<file path="config.mk">
export PLATFORM = sky130hd
export DESIGN_NAME = touch_tap_stroke_gesture_flat
export DESIGN_NICKNAME = d
export VERILOG_FILES = /design/src/ttsg_pkg.sv /design/src/ttsg_in_if.sv /design/src/ttsg_out_if.sv /design/src/touch_tap_stroke_gesture.sv /design/src/ttsg_cfg.sv /design/src/ttsg_core.sv /design/src/flat_wrapper.sv
export SDC_FILE = /design/constraint.sdc
export NUM_CORES = 1
export LEC_CHECK = 0
export BUFFER_PORTS_ARGS = -buffer_cell sky130_fd_sc_hd__buf_2
export CORE_ASPECT_RATIO = 0.75
export CORE_MARGIN = 3
export CORE_UTILIZATION = 60
export CTS_CLUSTER_SIZE = 20
export DETAILED_ROUTE_END_ITERATION = 10
export GPL_ROUTABILITY_DRIVEN = 0
export GPL_TIMING_DRIVEN = 0
export PLACE_DENSITY_LB_ADDON = 0.05
export SYNTH_ARGS = -nofsm -noshare
export SYNTH_HDL_FRONTEND = slang
export SYNTH_HIERARCHICAL = 1
export SYNTH_SLANG_ARGS = --single-unit
</file>
<file path="constraint.sdc">
create_clock -name clk -period 12.2 [get_ports clk]
set_clock_uncertainty 0.2 [all_clocks]
set_input_delay 1.83 -clock clk [delete_from_list [all_inputs] [get_ports clk]]
set_output_delay 1.83 -clock clk [all_outputs]
set_load 0.05 [all_outputs]
</file>
<file path="src/ttsg_pkg.sv">
// ttsg_pkg: shared types and constants of the tap / stroke gesture detector
// gesture codes, configuration register indexes and the configuration struct
// no dependencies
package ttsg_pkg;

  // gesture codes carried by each result
  typedef enum logic [1:0] {
    GESTURE_NONE       = 2'd0,
    GESTURE_DOUBLE_TAP = 2'd1,
    GESTURE_STROKE     = 2'd2
  } gesture_t;

  // configuration port geometry
  localparam int CFG_IDX_BITS  = 3;
  localparam int CFG_DATA_BITS = 16;
  localparam int TIME_BITS     = 32;
  localparam int CFG_TIME_BITS = 16;
  localparam int SPAN_BITS     = 12;

  // register indexes
  localparam logic [CFG_IDX_BITS-1:0] CFG_SETTLE_TIME  = 3'd0;
  localparam logic [CFG_IDX_BITS-1:0] CFG_RELEASE_TIME = 3'd1;
  localparam logic [CFG_IDX_BITS-1:0] CFG_STROKE_SPAN  = 3'd2;
  localparam logic [CFG_IDX_BITS-1:0] CFG_TAP_MAX      = 3'd3;
  localparam logic [CFG_IDX_BITS-1:0] CFG_DTAP_WINDOW  = 3'd4;

  // register reset values
  localparam logic [CFG_TIME_BITS-1:0] SETTLE_TIME_RST  = 16'd60;
  localparam logic [CFG_TIME_BITS-1:0] RELEASE_TIME_RST = 16'd80;
  localparam logic [SPAN_BITS-1:0]     STROKE_SPAN_RST  = 12'd600;
  localparam logic [CFG_TIME_BITS-1:0] TAP_MAX_RST      = 16'd250;
  localparam logic [CFG_TIME_BITS-1:0] DTAP_WINDOW_RST  = 16'd400;

  // configuration values as seen by the detector core
  typedef struct packed {
    logic [CFG_TIME_BITS-1:0] settle_time_ms;
    logic [CFG_TIME_BITS-1:0] release_time_ms;
    logic [SPAN_BITS-1:0]     stroke_min_span;
    logic [CFG_TIME_BITS-1:0] tap_limit_ms;
    logic [CFG_TIME_BITS-1:0] double_tap_window_ms;
  } ttsg_cfg_t;

endpackage

</file>
<file path="src/ttsg_in_if.sv">
// ttsg_in_if: touch sample channel, valid / ready with sample payload
// no dependencies
interface ttsg_in_if #(
  parameter int COORD_BITS = 12
);
  logic                  valid;
  logic                  ready;
  logic                  touched;
  logic [COORD_BITS-1:0] raw_x;
  logic [31:0]           now_ms;

  modport source (output valid, output touched, output raw_x, output now_ms, input ready);
  modport sink   (input valid, input touched, input raw_x, input now_ms, output ready);
endinterface

</file>
<file path="src/ttsg_out_if.sv">
// ttsg_out_if: gesture result channel, valid / ready with gesture code
// no dependencies
interface ttsg_out_if;
  logic       valid;
  logic       ready;
  logic [1:0] gesture;

  modport source (output valid, output gesture, input ready);
  modport sink   (input valid, input gesture, output ready);
endinterface

</file>
<file path="src/touch_tap_stroke_gesture.sv">
// touch_tap_stroke_gesture: double tap and stroke detector for touch samples
// an accepted sample request is held in the sample register, then its gesture in the result register;
// either one can wait there while the result output is stalled
// throughput: one sample per cycle while results are taken, set by the state update between registers
// reset (rst_n low, synchronous) restores register defaults and clears contact state
// depends on ttsg_pkg, ttsg_in_if, ttsg_out_if, ttsg_cfg, ttsg_core
module touch_tap_stroke_gesture
  import ttsg_pkg::*;
#(
  parameter int COORD_BITS = 12
) (
  input  logic                     clk,
  input  logic                     rst_n,
  ttsg_in_if.sink                  in_ch,
  ttsg_out_if.source               out_ch,
  input  logic                     cfg_we,
  input  logic [CFG_IDX_BITS-1:0]  cfg_index,
  input  logic [CFG_DATA_BITS-1:0] cfg_wdata
);

  ttsg_cfg_t cfg;
  gesture_t  gesture;

  logic                  in_v_r, in_v_nxt;
  logic                  touched_r;
  logic [COORD_BITS-1:0] raw_x_r;
  logic [TIME_BITS-1:0]  now_r;
  logic                  out_v_r, out_v_nxt;
  gesture_t              gesture_r;
  logic                  in_take;
  logic                  advance;

  ttsg_cfg u_cfg (
    .clk       (clk),
    .rst_n     (rst_n),
    .cfg_we    (cfg_we),
    .cfg_index (cfg_index),
    .cfg_wdata (cfg_wdata),
    .cfg       (cfg)
  );

  ttsg_core #(
    .COORD_BITS (COORD_BITS)
  ) u_core (
    .clk     (clk),
    .rst_n   (rst_n),
    .step_en (advance),
    .touched (touched_r),
    .raw_x   (raw_x_r),
    .now_ms  (now_r),
    .cfg     (cfg),
    .gesture (gesture)
  );

  // pipeline handshake: sample moves on when the result slot is free or draining
  assign advance      = in_v_r && (!out_v_r || out_ch.ready);
  assign in_ch.ready  = !in_v_r || advance;
  assign in_take      = in_ch.valid && in_ch.ready;
  assign in_v_nxt     = in_take || (in_v_r && !advance);
  assign out_v_nxt    = advance || (out_v_r && !out_ch.ready);

  always_ff @(posedge clk) begin
    if (!rst_n) begin
      in_v_r  <= 1'b0;
      out_v_r <= 1'b0;
    end else begin
      in_v_r  <= in_v_nxt;
      out_v_r <= out_v_nxt;
    end
  end

  // sample register
  always_ff @(posedge clk) begin
    if (in_take) begin
      touched_r <= in_ch.touched;
      raw_x_r   <= in_ch.raw_x;
      now_r     <= in_ch.now_ms;
    end
  end

  // result register
  always_ff @(posedge clk) begin
    if (advance) begin
      gesture_r <= gesture;
    end
  end

  assign out_ch.valid   = out_v_r;
  assign out_ch.gesture = gesture_r;

endmodule

</file>
<file path="src/ttsg_cfg.sv">
// ttsg_cfg: configuration registers of the gesture detector
// depends on ttsg_pkg
module ttsg_cfg
  import ttsg_pkg::*;
(
  input  logic                     clk,
  input  logic                     rst_n,
  input  logic                     cfg_we,
  input  logic [CFG_IDX_BITS-1:0]  cfg_index,
  input  logic [CFG_DATA_BITS-1:0] cfg_wdata,
  output ttsg_cfg_t                cfg
);

  ttsg_cfg_t cfg_r;
  ttsg_cfg_t cfg_nxt;

  // register decode, unknown indexes are ignored
  always_comb begin
    cfg_nxt = cfg_r;
    if (cfg_we) begin
      unique case (cfg_index)
        CFG_SETTLE_TIME:  cfg_nxt.settle_time_ms       = cfg_wdata;
        CFG_RELEASE_TIME: cfg_nxt.release_time_ms      = cfg_wdata;
        CFG_STROKE_SPAN:  cfg_nxt.stroke_min_span      = cfg_wdata[SPAN_BITS-1:0];
        CFG_TAP_MAX:      cfg_nxt.tap_limit_ms         = cfg_wdata;
        CFG_DTAP_WINDOW:  cfg_nxt.double_tap_window_ms = cfg_wdata;
        default:          cfg_nxt = cfg_r;
      endcase
    end
  end

  always_ff @(posedge clk) begin
    if (!rst_n) begin
      cfg_r.settle_time_ms       <= SETTLE_TIME_RST;
      cfg_r.release_time_ms      <= RELEASE_TIME_RST;
      cfg_r.stroke_min_span      <= STROKE_SPAN_RST;
      cfg_r.tap_limit_ms         <= TAP_MAX_RST;
      cfg_r.double_tap_window_ms <= DTAP_WINDOW_RST;
    end else begin
      cfg_r <= cfg_nxt;
    end
  end

  assign cfg = cfg_r;

endmodule

</file>
<file path="src/ttsg_core.sv">
// ttsg_core: contact tracking state and gesture classification
// one sample is processed in each cycle in which step_en is high
// depends on ttsg_pkg
module ttsg_core
  import ttsg_pkg::*;
#(
  parameter int COORD_BITS = 12
) (
  input  logic                  clk,
  input  logic                  rst_n,
  input  logic                  step_en,
  input  logic                  touched,
  input  logic [COORD_BITS-1:0] raw_x,
  input  logic [TIME_BITS-1:0]  now_ms,
  input  ttsg_cfg_t             cfg,
  output gesture_t              gesture
);

  // compare width covering both coordinate span and threshold
  localparam int CMP_BITS = (COORD_BITS > SPAN_BITS) ? COORD_BITS : SPAN_BITS;

  logic                  in_contact_r, in_contact_nxt;
  logic                  settled_r, settled_nxt;
  logic [TIME_BITS-1:0]  start_r, start_nxt;
  logic [TIME_BITS-1:0]  last_seen_r, last_seen_nxt;
  logic [TIME_BITS-1:0]  pending_r, pending_nxt;
  logic [COORD_BITS-1:0] min_x_r, min_x_nxt;
  logic [COORD_BITS-1:0] max_x_r, max_x_nxt;

  logic [TIME_BITS-1:0]  since_start;
  logic [TIME_BITS-1:0]  since_seen;
  logic [TIME_BITS-1:0]  duration;
  logic [TIME_BITS-1:0]  since_tap;
  logic [COORD_BITS-1:0] span;
  logic                  is_settled_time;
  logic                  is_release;
  logic                  is_stroke;
  logic                  is_tap;
  logic                  is_double;

  // wrapping time differences, all in parallel
  assign since_start = now_ms - start_r;
  assign since_seen  = now_ms - last_seen_r;
  assign duration    = last_seen_r - start_r;
  assign since_tap   = now_ms - pending_r;
  assign span        = (max_x_r >= min_x_r) ? (max_x_r - min_x_r) : '0;

  assign is_settled_time = since_start >= TIME_BITS'(cfg.settle_time_ms);
  assign is_release      = !touched && in_contact_r &&
                           (since_seen >= TIME_BITS'(cfg.release_time_ms));
  assign is_stroke       = CMP_BITS'(span) >= CMP_BITS'(cfg.stroke_min_span);
  assign is_tap          = duration <= TIME_BITS'(cfg.tap_limit_ms);
  assign is_double       = (pending_r != '0) &&
                           (since_tap <= TIME_BITS'(cfg.double_tap_window_ms));

  // next state and gesture for the current sample
  always_comb begin
    in_contact_nxt = in_contact_r;
    settled_nxt    = settled_r;
    start_nxt      = start_r;
    last_seen_nxt  = last_seen_r;
    pending_nxt    = pending_r;
    min_x_nxt      = min_x_r;
    max_x_nxt      = max_x_r;
    gesture        = GESTURE_NONE;
    if (touched) begin
      last_seen_nxt = now_ms;
      if (!in_contact_r) begin
        // contact start
        in_contact_nxt = 1'b1;
        start_nxt      = now_ms;
        min_x_nxt      = raw_x;
        max_x_nxt      = raw_x;
        settled_nxt    = 1'b0;
      end else if (is_settled_time) begin
        if (!settled_r) begin
          // first tracked sample restarts the range
          min_x_nxt   = raw_x;
          max_x_nxt   = raw_x;
          settled_nxt = 1'b1;
        end else begin
          if (raw_x < min_x_r) min_x_nxt = raw_x;
          if (raw_x > max_x_r) max_x_nxt = raw_x;
        end
      end
    end else if (is_release) begin
      in_contact_nxt = 1'b0;
      if (is_stroke) begin
        gesture     = GESTURE_STROKE;
        pending_nxt = '0;
      end else if (is_tap) begin
        if (is_double) begin
          gesture     = GESTURE_DOUBLE_TAP;
          pending_nxt = '0;
        end else begin
          pending_nxt = now_ms;
        end
      end
    end
  end

  // control state
  always_ff @(posedge clk) begin
    if (!rst_n) begin
      in_contact_r <= 1'b0;
      settled_r    <= 1'b0;
      pending_r    <= '0;
    end else if (step_en) begin
      in_contact_r <= in_contact_nxt;
      settled_r    <= settled_nxt;
      pending_r    <= pending_nxt;
    end
  end

  // contact times and x range, read only while in contact
  always_ff @(posedge clk) begin
    if (step_en) begin
      start_r     <= start_nxt;
      last_seen_r <= last_seen_nxt;
      min_x_r     <= min_x_nxt;
      max_x_r     <= max_x_nxt;
    end
  end

endmodule

</file>
<file path="src/flat_wrapper.sv">
// flat-port wrapper written by rule: the top's interface ports become plain ports
module touch_tap_stroke_gesture_flat import ttsg_pkg::*;
#(
  parameter int COORD_BITS = 12
)
  (clk, rst_n, cfg_we, cfg_index, cfg_wdata, in_ch_valid, in_ch_touched, in_ch_raw_x, in_ch_now_ms, in_ch_ready, out_ch_valid, out_ch_gesture, out_ch_ready);
  ttsg_in_if #(.COORD_BITS(COORD_BITS)) in_ch_i ();
  ttsg_out_if out_ch_i ();
  input  logic clk;
  input  logic rst_n;
  input  logic cfg_we;
  input  logic [CFG_IDX_BITS-1:0] cfg_index;
  input  logic [CFG_DATA_BITS-1:0] cfg_wdata;
  input wire logic [$bits(in_ch_i.valid)-1:0] in_ch_valid;
  input wire logic [$bits(in_ch_i.touched)-1:0] in_ch_touched;
  input wire logic [$bits(in_ch_i.raw_x)-1:0] in_ch_raw_x;
  input wire logic [$bits(in_ch_i.now_ms)-1:0] in_ch_now_ms;
  output wire logic [$bits(in_ch_i.ready)-1:0] in_ch_ready;
  output wire logic [$bits(out_ch_i.valid)-1:0] out_ch_valid;
  output wire logic [$bits(out_ch_i.gesture)-1:0] out_ch_gesture;
  input wire logic [$bits(out_ch_i.ready)-1:0] out_ch_ready;
  assign in_ch_i.valid = in_ch_valid;
  assign in_ch_i.touched = in_ch_touched;
  assign in_ch_i.raw_x = in_ch_raw_x;
  assign in_ch_i.now_ms = in_ch_now_ms;
  assign in_ch_ready = in_ch_i.ready;
  assign out_ch_valid = out_ch_i.valid;
  assign out_ch_gesture = out_ch_i.gesture;
  assign out_ch_i.ready = out_ch_ready;
  touch_tap_stroke_gesture #(.COORD_BITS(COORD_BITS)) u_core (.clk(clk), .rst_n(rst_n), .in_ch(in_ch_i), .out_ch(out_ch_i), .cfg_we(cfg_we), .cfg_index(cfg_index), .cfg_wdata(cfg_wdata));
endmodule
</file>
# Word level (Yosys, flattened, before mapping)
# Cells that the tools add are included.
# totals
register_bits,247
inputBits,69
output_inout_bits,4
wordCells,96
# classes
addsub,5
magnitude_cmp,8
n_eq_ne,7
n_mux,19
n_bitwise,4
reduce_logical,34
# op_table
op,count
$sub 32x32->32,4
$mux 12,9
$mux 32,3
$ge 32x16->1,2
$le 32x16->1,2
$reduce_bool 32->1,1
$ge 12x12->1,2
$reduce_and 2->1,7
$gt 12x12->1,1
$lt 12x12->1,1
$reduce_and 4->1,3
$sub 12x12->12,1
$logic_and 1x1->1,7
$eq 3x2->1 const B,2
$mux 1,6
$ne 3x2->1 const B,2
$reduce_and 3->1,2
$logic_not 1->1,5
$logic_or 1x1->1,4
$not 1->1,4
$reduce_bool 2->1,2
$reduce_or 4->1,1
$eq 3x1->1 const B,1
$eq 3x3->1 const B,1
other kinds (4),4

# Logic depth before layout (Yosys ltp)
# logic_depth
word_depth,6
ltp_mapped,28
ltp_nobuf,27

# Modules after synthesis
# Netlist, hierarchy kept.
# modules_own_cells
mod,instances,cells_per_inst,area_per_inst_um2,seq_area_each_um2
ttsg_core,1,1828,14785.4,3323.2
ttsg_cfg,1,279,2954.1,1521.5
touch_tap_stroke_gesture,1,56,1515.2,1451.4

# Worst setup path before layout
# No wires, ideal clock.
# synth_path
path_type,input to register
startpoint,input out_ch_ready
endpoint,"register u_core.u_core.start_r[0], enable pin"
setup_time_ps,426
t_arrival_ps,4688
required_ps,11574
setup_slack_ps,6885
stages,4
path_buffers,0
cell_sequence,nor2b_4 -> nor2b_1 -> and2_1 -> nor2b_1
# synth_between
elab_chain_cells,3
# synth_rtl
element,line_no,text
start: declaration,flat_wrapper.sv:21,input wire logic [$bits(out_ch_i.ready)-1:0] out_ch_ready;
$logic_or 1x1->1,touch_tap_stroke_gesture.sv:56,assign advance = in_v_r && (!out_v_r || out_ch.ready);
$logic_and 1x1->1,touch_tap_stroke_gesture.sv:56,
named net u_core.advance,touch_tap_stroke_gesture.sv:31,logic advance;
$reduce_and 3->1 (no line),--,
end signal: assignment,ttsg_core.sv:118,start_r <= start_nxt;
end: declaration,ttsg_core.sv:24,"logic [TIME_BITS-1:0] start_r, start_nxt;"
# The timed path passes the listed nets, and every way through them passes these cells.
# A chain may end at the register's enable or synchronous reset.

# Final worst setup path
# layout_path
startpoint,register u_core.now_r[0]
endpoint,"register u_core.u_core.max_x_r[7], enable pin"
# layout_between
elab_chain_cells,4
# layout_rtl
element,line_no,text
start: declaration,touch_tap_stroke_gesture.sv:27,logic [TIME_BITS-1:0] now_r;
start signal: assignment,touch_tap_stroke_gesture.sv:77,now_r <= in_ch.now_ms;
$sub 32x32->32,ttsg_core.sv:42,assign since_start = now_ms - start_r;
$ge 32x16->1,ttsg_core.sv:48,assign is_settled_time = since_start >= TIME_BITS'(cfg.settle_time_ms);
$ne 2x1->1 (no line),--,
$reduce_and 4->1 (no line),--,
end signal: assignment,ttsg_core.sv:121,max_x_r <= max_x_nxt;
end: declaration,ttsg_core.sv:28,"logic [COORD_BITS-1:0] max_x_r, max_x_nxt;"
# No other way between the ends.

==> flow_metrics.py <==
metrics = {
    "grt": {
        "grt_pass1_vias": 15460,
        "grt_pass1_wl_um": 82230,
        "antenna_found_initial": 1,
        "grt_overflow": 0,
        "grt_max_degree": 34,
        "grt_util_all_layers_pct": 30.28,
    },
    "clocking": {
        "postCtsSetupBuffers": 0,
        "ctsResizeCount": 0,
        "h-tree-depth": 1,
        "hold_buffers": 0,
        "clk_path_buf_depth": 3,
        "cts_buffers": 26,
        "cts_tree": "built",
        "clkLatencyLatePin_ns": 0.55,
        "cts-root-buf": "clkbuf_16",
        "clkSinkCount": 247,
        "cts.clk_slew.worst_paths_ns": 0.06,
    },
    "timing": {
        "post-route-period-util_pct": 57.93,
        "report.final.slew_viol_count": 0,
        "whs_ns": 0.2579,
        "setup_tns_ns": 0,
        "fmax_ghz": 0.1415,
        "worst_slack_ns": 5.132,
        "hold_viol_final": 0,
        "slew_headroom_pct": 11.32,
        "tightestPinTransition_ns": 1.313,
        "min_period_ns": 7.068,
        "rsz0062_at_grt": "no",
        "finalSetupViolCount": 0,
    },
    "pwr": {
        "p_sw_mw": 0.6473,
        "ir_drop_mv": 0.1310,
        "power_density_nw_per_um2": 104.1,
        "sw_frac_of_total_pct": 29.54,
        "power_frac_seq_pct": 42.8,
        "p_leak_nw": 9.236,
        "pwr-share-clk_pct": 35.5,
        "p_int_mw": 1.544,
        "finalPower_mw": 2.191,
        "combinationalPowerShare_pct": 21.6,
    },
    "setup_path": {
        "end_kind": "flop",
        "path_buf_inv": 2,
        "r2r_slack_ns": 5.13,
        "endpoint": "u_core/u_core/max_x_r[7]",
        "critPathTopFamily": "compound AO/OA/AOI/OAI gates",
        "cp.required_ns": 12.17,
        "reg2reg_from": "u_core/now_r[0]",
        "worst_path_max_delay_cell": "o41ai_1",
        "worstPathArrival_ns": 7.04,
        "reg2reg_to": "u_core/u_core/max_x_r[7]",
        "cpPeakStageDelay_ns": 1.10,
        "worstSetupStartpoint": "u_core/now_r[0]",
        "path_cells": "inv_1 > ha_1 > inv_1 > fa_1 > a21o_1 > a21oi_1 > o21a_1 > nor3_1 > nor2_1 > xnor2_1 > ha_1 > nor2b_1 > o21ai_0 > o21ai_0 > nor4b_1 > o2111ai_1 > nor3_1 > nand4_1 > a2111o_1 > o41ai_1 > a31oi_2",
        "start_kind": "flop",
        "path_max_fanout": 12,
        "crit_cells": 21,
        "reg2reg_depth": 21,
        "crit_type": "reg2reg",
    },
    "synth": {
        "avgSynthCellArea_um2": 8.902,
        "yosys_register_bits": 247,
        "yosysWarningCount": 6,
        "synth.yosys.seq_area_share_pct": 32.70,
        "synth_top_flop_cell": "edfxtp_1",
        "synth.area.top_cells": "edfxtp_1 (21%), ha_1 (15%), dfxtp_1 (12%)",
        "synth_nets": 2472,
        "netlist_area_um2": 19250,
        "synth_top_area_share_pct": 21.05,
        "synth_edf_count": 135,
        "synthArstFlopShare_pct": 0,
        "synth.largest_area_cell": "edfxtp_1",
        "synthDistinctLibCells": 97,
        "syn_inst": 2163,
    },
    "final_layout": {
        "fill_cells": 2572,
        "area_growth_pct": 9.344,
        "layout-drive-gt1-share_pct": 7.480,
        "diodes": 0,
        "ff_latch_area_um2": 6296,
        "finalNonFillerCells": 2692,
        "fin_util_pct": 66.92,
        "design_area_um2": 21050,
        "multiInputGateArea_um2": 11750,
        "layout.nets": 2575,
    },
    "drt": {
        "ant_nets": 0,
        "avgRoutedWirePerCell_um": 19.60,
        "drt_iter0_drc": 1608,
        "drc": 0,
        "route.vias.total": 16510,
        "first_pass_iters": 8,
        "vias_per_cell": 6.132,
        "drt-total-wl_um": 52770,
    },
    "hold_path": {
        "hold_depth": 2,
        "hp-class": "reg2reg",
    },
    "placement": {
        "hpwl_um": 41840,
        "portBuffers": 72,
        "pre_cts_ws_ns": 5.192,
        "place_area_um2": 20220,
        "dp.cells": 2644,
    },
    "floorplanning": {
        "core_um2": 31460,
        "ios": 73,
        "die_h_um": 161.1,
        "fp-row-count": 56,
        "die_area_um2": 34300,
        "die_width_um": 212.9,
        "initial_core_util_pct": 61.20,
    },
    "run_status": {
        "status": "finished clean",
    },
    "flow_run": {
        "drv_cap": 0,
    },
}
-- cell type report --
| type | instances | area share, % |
|---|---|---|
| multi-input combinational | 1616 | 55.80 |
| sequential | 247 | 29.90 |
| inverter | 236 | 4.208 |
| clock buffer | 40 | 3.780 |
| tap | 406 | 2.413 |
| timing repair buffer | 75 | 1.997 |
| buffer | 64 | 1.694 |
| clock inverter | 8 | 0.2021 |
-- logic make-up after synthesis --
kind of cell | count (synthesis) | share of synthesized area [%]
AND/OR/NAND/NOR | 629 | 16.16
adder cells (fa/ha/maj) | 240 | 15.79
XOR/XNOR | 100 | 4.549
buffers and inverters | 300 | 6.453
flip-flops | 247 | 32.70
AO/OA/AOI/OAI | 527 | 18.06
multiplexers | 120 | 6.284
-- flip-flops by register name, indices dropped and copies added, names as in the netlist --
name	flops
u_core/u_cfg/cfg	76
u_core/now_r	32
u_core/u_core/last_seen_r	32
u_core/u_core/pending_r	32
u_core/u_core/start_r	32
u_core/raw_x_r	12
u_core/u_core/max_x_r	12
u_core/u_core/min_x_r	12
u_core/out_ch.gesture	2
u_core/in_v_r	1
u_core/out_ch.valid	1
u_core/touched_r	1
u_core/u_core/in_contact_r	1
u_core/u_core/settled_r	1
-- synth_stat cells, drive strengths merged (8+ instances only) --
cell	count
a31oi	18
xnor2	63
nand3	25
a21oi	162
o21ai	92
xor2	37
mux2i	116
a21o	69
and3	9
o211ai	21
dfxtp	112
and2	17
buf	17
inv	236
edfxtp	135
o21bai	20
nor3	31
nand2b	29
nor2	97
clkbuf	47
o221ai	8
ha	235
nand4	50
nor4	16
nor2b	56
a211o	11
nand2	260
o21a	18
a21boi	12
a211oi	22
o2111ai	8
-- power groups by stage --
stage | logic (mW) | registers, mW | clock network (mW)
after floorplan | 0.343 | 0.940 | 0
after global placement | 0.444 | 0.955 | 0
after detailed placement | 0.461 | 0.955 | 0
after CTS | 0.465 | 0.937 | 0.798
after global routing | 0.526 | 0.941 | 0.829
final | 0.474 | 0.938 | 0.779
-- worst min-delay path: stages (launching register included) --
cell	delay, ns
dfxtp_1	0.31
nand2_1	0.05
mux2i_1	0.05
-- cell usage in the layout (no fill, tap or decap), drive strengths merged, types with 50 or more instances in the layout --
master  Yosys  layout
nand2     260     260
a21o       69      69
o21ai      92      92
buf        17      92
inv       236     236
dfxtp     112     112
mux2i     116     116
nor2b      56      56
edfxtp    135     135
nand4      50      50
a21oi     162     162
nor2       97      97
ha        235     235
clkbuf     47      87
xnor2      63      63
-- metal layers --
| metal | part of all wire (%) | GRT usage (%) | up-vias |
|---|---|---|---|
| li1 | - | - | 7985 |
| met1 | 47 | 44.13 | 7786 |
| met2 | 42 | 45.75 | 628 |
| met3 | 8.0 | 5.767 | 107 |
| met4 | 3.3 | 9.006 | 0 |
| met5 | 0 | 0 | - |
-- how the worst min path moves through the flow --
stage / startpoint / to
final: u_core/u_cfg/cfg[55] / u_core/u_cfg/cfg[55]
after floorplan: u_core/u_cfg/cfg[45] / u_core/u_cfg/cfg[45]
after detailed placement: u_core/u_cfg/cfg[67] / u_core/u_cfg/cfg[67]
after global placement: u_core/u_cfg/cfg[55] / u_core/u_cfg/cfg[55]
after global routing: u_core/u_cfg/cfg[67] / u_core/u_cfg/cfg[67]
after CTS: u_core/u_cfg/cfg[67] / u_core/u_cfg/cfg[67]
Power figures use the tool's default switching activity.
